**src/rtl/core/rar_pkg.sv**
```systemverilog
// Package for the rational arithmetic reducer: payload types and opcodes.
package rar_pkg;

  localparam int unsigned WordWidth = 32;

  typedef enum logic [1:0] {
    OP_ADD = 2'd0,
    OP_SUB = 2'd1,
    OP_MUL = 2'd2,
    OP_DIV = 2'd3
  } op_t;

  typedef struct packed {
    logic [1:0]                  req_type;
    logic signed [WordWidth-1:0] a_num;
    logic signed [WordWidth-1:0] a_den;
    logic signed [WordWidth-1:0] b_num;
    logic signed [WordWidth-1:0] b_den;
  } in_word_t;

  typedef struct packed {
    logic signed [WordWidth-1:0] res_num;
    logic signed [WordWidth-1:0] res_den;
    logic                        error;
  } out_word_t;

endpackage

```
**src/rtl/core/rational_arithmetic_reduce.sv**
```systemverilog
// Rational add/sub/mul/div with Euclid gcd reduction on one shared serial divider.
//
//  channel | ports                     | dir | payload
//  in      | in_valid/in_ready/in_data  | in  | in_word_t (op, two fractions)
//  out     | out_valid/out_ready/out_data| out | out_word_t (num, den, error)
//
// Products: one 32x32 multiply per cycle on one multiplier, in states M0, M1 and M2.
// Each gcd remainder step runs check, a WordWidth-bit restoring divide on the
// shared divider, done wait and update; each final quotient runs a divider
// start and a done wait. An item passes the products, the gcd steps and the
// two quotients before the next accept; a zero gcd skips the quotients, flags
// an error and goes to the result. Not ready while busy or while the result
// waits. Synchronous active-low reset returns to idle.
module rational_arithmetic_reduce
  import rar_pkg::*;
(
  input  logic      clk,
  input  logic      rst_n,
  input  logic      in_valid,
  output logic      in_ready,
  input  in_word_t  in_data,
  output logic      out_valid,
  input  logic      out_ready,
  output out_word_t out_data
);

  localparam int unsigned W  = WordWidth;
  localparam int unsigned CW = $clog2(W + 1);

  typedef enum logic [3:0] {
    S_IDLE, S_M0, S_M1, S_M2, S_M3, S_GCHK, S_GDIV, S_GUPD,
    S_QN, S_QNW, S_QD, S_QDW, S_OUT
  } state_t;

  state_t       state_r;
  op_t          op_r;
  logic [W-1:0] an_r, ad_r, bn_r, bd_r;
  logic [W-1:0] p_r, num_r, den_r, ga_r, gb_r;
  logic         err_r;
  // divider: magnitudes, quotient/remainder shift registers
  logic [W-1:0] dvd_r, dvs_r, quo_r;
  logic [W:0]   rem_r;
  logic [CW-1:0] cnt_r;
  logic         dbusy_r;
  logic         neg_r;
  logic         start;
  logic [W-1:0] s_a, s_b;

  // shared multiplier operands
  logic [W-1:0] m_x, m_y, m_p;
  always_comb begin
    unique case (state_r)
      S_M0:    begin m_x = an_r; m_y = (op_r == OP_MUL) ? bn_r : bd_r; end
      S_M1:    begin m_x = bn_r; m_y = ad_r; end
      default: begin m_x = ad_r; m_y = (op_r == OP_DIV) ? bn_r : bd_r; end
    endcase
  end
  assign m_p = W'(m_x * m_y);

  function automatic logic [W-1:0] mag(input logic [W-1:0] v);
    return v[W-1] ? W'(-v) : v;
  endfunction

  // one restoring step of the shared divider
  logic [W:0] trial;
  assign trial = {rem_r[W-1:0], dvd_r[W-1]} - {1'b0, dvs_r};

  assign in_ready  = (state_r == S_IDLE);
  assign out_valid = (state_r == S_OUT);
  assign out_data  = '{res_num: num_r, res_den: den_r, error: err_r};

  always_comb begin
    start = 1'b0;
    s_a   = ga_r;
    s_b   = gb_r;
    unique case (state_r)
      S_GCHK:  begin start = (gb_r != '0); end
      S_QN:    begin start = 1'b1; s_a = num_r; s_b = ga_r; end
      S_QD:    begin start = 1'b1; s_a = den_r; s_b = ga_r; end
      default: ;
    endcase
  end

  logic [W-1:0] rem_s, quo_s;
  assign rem_s = neg_r ? W'(-rem_r[W-1:0]) : rem_r[W-1:0];
  assign quo_s = neg_r ? W'(-quo_r) : quo_r;

  always_ff @(posedge clk) begin
    if (!rst_n) begin
      state_r <= S_IDLE;
      dbusy_r <= 1'b0;
    end else begin
      // divider sequencing
      if (start) begin
        dvd_r   <= mag(s_a);
        dvs_r   <= mag(s_b);
        rem_r   <= '0;
        quo_r   <= '0;
        cnt_r   <= CW'(W);
        dbusy_r <= 1'b1;
        neg_r   <= (state_r == S_GCHK) ? s_a[W-1] : (s_a[W-1] ^ s_b[W-1]);
      end else if (dbusy_r) begin
        dvd_r <= {dvd_r[W-2:0], 1'b0};
        if (!trial[W]) begin
          rem_r <= {1'b0, trial[W-1:0]};
          quo_r <= {quo_r[W-2:0], 1'b1};
        end else begin
          rem_r <= {rem_r[W-1:0], dvd_r[W-1]};
          quo_r <= {quo_r[W-2:0], 1'b0};
        end
        cnt_r <= cnt_r - 1'b1;
        if (cnt_r == CW'(1)) dbusy_r <= 1'b0;
      end
      unique case (state_r)
        S_IDLE: if (in_valid) begin
          op_r  <= op_t'(in_data.req_type);
          an_r  <= in_data.a_num;
          ad_r  <= in_data.a_den;
          bn_r  <= in_data.b_num;
          bd_r  <= in_data.b_den;
          err_r <= 1'b0;
          state_r <= S_M0;
        end
        S_M0: begin num_r <= m_p; state_r <= S_M1; end
        S_M1: begin p_r <= m_p; state_r <= S_M2; end
        S_M2: begin
          den_r <= m_p;
          ga_r  <= (op_r == OP_ADD) ? num_r + p_r :
                   (op_r == OP_SUB) ? num_r - p_r : num_r;
          gb_r  <= m_p;
          state_r <= S_M3;
        end
        S_M3: begin num_r <= ga_r; state_r <= S_GCHK; end
        S_GCHK: begin
          if (gb_r != '0) state_r <= S_GDIV;
          else if (ga_r == '0) begin err_r <= 1'b1; state_r <= S_OUT; end
          else state_r <= S_QN;
        end
        S_GDIV: if (!dbusy_r) state_r <= S_GUPD;
        S_GUPD: begin ga_r <= gb_r; gb_r <= rem_s; state_r <= S_GCHK; end
        S_QN:   state_r <= S_QNW;
        S_QNW: if (!dbusy_r) begin
          num_r <= quo_s;
          if (!neg_r && quo_r[W-1]) err_r <= 1'b1;
          state_r <= S_QD;
        end
        S_QD:   state_r <= S_QDW;
        S_QDW: if (!dbusy_r) begin
          den_r <= quo_s;
          if (!neg_r && quo_r[W-1]) err_r <= 1'b1;
          state_r <= S_OUT;
        end
        S_OUT: if (out_ready) state_r <= S_IDLE;
        default: state_r <= S_IDLE;
      endcase
    end
  end

  // checks
  a_div_only_when_waiting: assert property (@(posedge clk) disable iff (!rst_n)
    start |-> !dbusy_r) else $error("divider restarted while busy");
  a_out_hold: assert property (@(posedge clk) disable iff (!rst_n)
    out_valid && !out_ready |=> out_valid && $stable(out_data))
    else $error("result changed while stalled");
  a_no_overlap: assert property (@(posedge clk) disable iff (!rst_n)
    !(in_ready && out_valid)) else $error("ready while result pending");

endmodule
```
**config.mk**
```make
export PLATFORM = sky130hd
export DESIGN_NAME = rational_arithmetic_reduce
export DESIGN_NICKNAME = d
export VERILOG_FILES = /design/src/rtl/core/rar_pkg.sv /design/src/rtl/core/rational_arithmetic_reduce.sv
export SDC_FILE = /design/constraint.sdc
export NUM_CORES = 2
export LEC_CHECK = 0
export BUFFER_PORTS_ARGS = -buffer_cell sky130_fd_sc_hd__buf_2
export CORE_ASPECT_RATIO = 0.5
export CORE_MARGIN = 4
export CORE_UTILIZATION = 24
export DETAILED_ROUTE_END_ITERATION = 10
export PLACE_DENSITY = 0.45
export SLEW_MARGIN = 20
export SYNTH_ARGS = -nofsm -noshare
export SYNTH_HDL_FRONTEND = slang
export SYNTH_SLANG_ARGS = --single-unit
```
**constraint.sdc**
```tcl
create_clock -name clk -period 12.3 [get_ports clk]
set_clock_uncertainty 0.1 [all_clocks]
set_input_delay 1.23 -clock clk [delete_from_list [all_inputs] [get_ports clk]]
set_output_delay 1.23 -clock clk [all_outputs]
set_load 0.03 [all_outputs]
```
==> impl_metrics.py <==
metrics = {
    "status": {
        "status": "finished, final reports clean",
    },
    "logic_synthesis": {
        "synthCells": 4381,
        "ys_seq_elements": 431,
        "synthDistinctLibCells": 90,
        "synthTopCellsByArea": "edfxtp_1 (30%), fa_1 (20%), ha_1 (6.6%)",
        "synth_top_area_share_pct": 30.4,
        "syn-cell-area_um2": 42000,
        "yosysMostFrequentCell": "inv_1",
        "ys_seq_area_share_pct": 30.7,
        "synthTopCellsByCount": "inv_1 (544), nor2_1 (489), nand2_1 (473)",
        "ys.flop_type": "edfxtp_1",
        "postSynthAreaPerCell_um2": 9.59,
        "syn-num-nets": 5149,
        "synth_top_cell_by_area": "edfxtp_1",
        "yosys_warnings": 0,
        "synth_edf_count": 426,
        "async_flop_share_pct": 0,
    },
    "global_route": {
        "grt_usage_pct": 17.4,
        "grt_max_degree": 81,
        "grt_pass1_vias": 34300,
        "grt_overflow_total": 0,
        "antenna_found_initial": 4,
        "grt_pass1_wl_um": 237000,
    },
    "sta": {
        "max_freq_mhz": 97.4,
        "finalSetupTns_ns": 0,
        "maxSlewHeadroom_pct": 16.2,
        "fin_crit_ns": 10.27,
        "slew_viol_final": 0,
        "finalCritPeriodShare_pct": 83.5,
        "worstMarginPinSlew_ns": 1.25,
        "rsz0062_at_grt": "false",
        "finalSetupViolCount": 0,
        "hold_viol_final": 0,
    },
    "clocking": {
        "clock-sinks": 431,
        "cts_made_buffers": 50,
        "clock_path_buffers": 3,
        "clk_pin_slew_ns": 0.06,
        "htreeDepth": 2,
        "cts_root_buffer": "clkbuf_16",
        "cts_tree": "yes",
        "post_cts_buffers": 0,
        "cts_resized": 0,
        "ctsHoldBuffers": 0,
        "clock_latency_ns": 0.66,
    },
    "layout": {
        "antenna_cells": 0,
        "fin_nets": 5275,
        "multi_input_area_um2": 26400,
        "syn2layout_area_growth_pct": 12.7,
        "fin_util_pct": 27.3,
        "fillers": 18600,
        "final_layout_size_suffix_gt1_share_pct": 9.86,
        "seqCellArea_um2": 12900,
    },
    "floorplanning": {
        "initial_core_util_pct": 24.2,
        "die_area_um2": 182000,
        "core-area_um2": 174000,
        "row_count": 108,
        "die_w_um": 600,
        "die_y_um": 304,
        "io_pins": 201,
    },
    "placed_design": {
        "io_buffers": 200,
        "place_congestion": 0.917,
        "dp_hpwl_um": 125000,
    },
    "route": {
        "drt-total-wl_um": 161000,
        "wirelength_met1_um": 67900,
        "viasPerCell": 4.88,
        "top_layer": "met4",
        "drc": 0,
        "wl_per_cell_um": 23.5,
        "vias": 33500,
        "wl_met3_um": 9510,
        "final_antenna_net_count": 0,
        "firstDrtPassIters": 6,
        "met2_length_um": 76800,
        "drt_iter0_markers": 2982,
    },
    "job": {
        "cap_violations": 0,
    },
    "critical_path": {
        "startpoint_type": "register",
        "cp_max_fo": 66,
        "cp-end-kind": "register",
        "critPathRequiredTime_ns": 12.59,
        "worstPathArrival_ns": 10.56,
        "path_class": "register to register",
    },
    "worst_hold_path": {
        "min_path_type": "register to register",
    },
}
[routing by layer]
layer  track usage [%]  vias up
li1                  -    15100
met1              22.6    16900
met2              29.2     1239
met3              2.44      272
met4              6.64        0
met5                 0        -
[logic make-up (layout without fill, tap and decap cells)]
kind of cell,after synthesis,count (layout),synth area share (%)
compound gates,825,825,12.8
flops,431,431,30.7
mux,146,146,3.50
buf+inv,751,913,7.01
xor+xnor,263,263,5.65
fa+ha+maj,634,634,26.2
simple gates,1331,1331,14.1
[final timing paths]
check,start,endpoint,slack (ns),depth (start not counted)
max,state_r[0],num_r[31],2.03,24
min,dvd_r[27],dvd_r[28],0.42,2
max reg2reg,state_r[0],num_r[31],2.03,24
min reg2reg,dvd_r[27],dvd_r[28],0.42,2
[layout by cell type (no fill, tap or decap), types with 27 or more instances in the layout]
cell / synthesis / final
buf_2: 22 / 200
o21ai_0: 222 / 218
xnor2_1: 146 / 144
nand3_1: 32 / 31
buf_4: 16 / 80
a31oi_1: 39 / 39
ha_1: 223 / 223
nand2b_1: 27 / 27
mux2i_1: 140 / 140
nor2b_1: 28 / 27
o31ai_1: 31 / 31
o221ai_1: 30 / 27
xor2_1: 111 / 111
nand2_1: 473 / 470
a21o_1: 45 / 45
or3_1: 32 / 32
nor3_1: 69 / 68
and2_1: 64 / 63
a21oi_1: 181 / 179
edfxtp_1: 426 / 426
fa_1: 411 / 411
o22ai_1: 27 / 27
a22oi_1: 59 / 59
nor2_1: 489 / 486
inv_1: 544 / 544
clkbuf_16: 0 / 51
[state kept, by name, indices dropped and copies added, names as in the netlist, 4 cells and up]
name     flops
rem_r       32
gb_r        32
dvd_r       32
ga_r        32
an_r        32
quo_r       32
cnt_r        6
dvs_r       32
p_r         32
state_r      4
bn_r        32
num_r       32
bd_r        32
ad_r        32
den_r       32
[area by class of cell]
class,instances,share of cell area (%)
well taps,2310,6.10
multi-input cells,3199,55.6
clock buffers,60,2.77
inverters,545,4.32
repair buffers,280,3.38
flip-flops and latches,431,27.2
clock inverters,28,0.571
[per-stage QoR]
step                      worst slack, ns  instances  cell area, um^2  hold WS [ns]
final                                2.03       6853            47400         0.424
after global routing                 1.51       6853            47400         0.443
after CTS                            1.99       6853            47400         0.429
after detailed placement             2.06       6765            45800         0.414
after global placement               2.07       6765            45800         0.410
after floorplan                      3.14       4381            42000         0.396
[worst max-delay path, stage by stage (launching register included)]
cell      delay [ns]
dfxtp_1         0.80
or4b_2          0.77
nand2b_4        0.66
o221a_1         0.82
nor2_1          0.17
fa_1            0.52
inv_1           0.05
fa_1            0.49
fa_1            0.45
fa_1            0.56
inv_1           0.06
fa_1            0.48
fa_1            0.59
fa_1            0.46
fa_1            0.53
ha_1            0.42
nand2_1         0.13
a211oi_1        0.33
a41o_1          0.19
nor4_1          0.08
o41ai_1         0.51
a21o_1          0.18
a21oi_1         0.09
xnor2_2         0.19
a221o_1         0.33
Power is not shown: default switching activity piles up to over one toggle a cycle in this logic, so the estimate is an artifact.
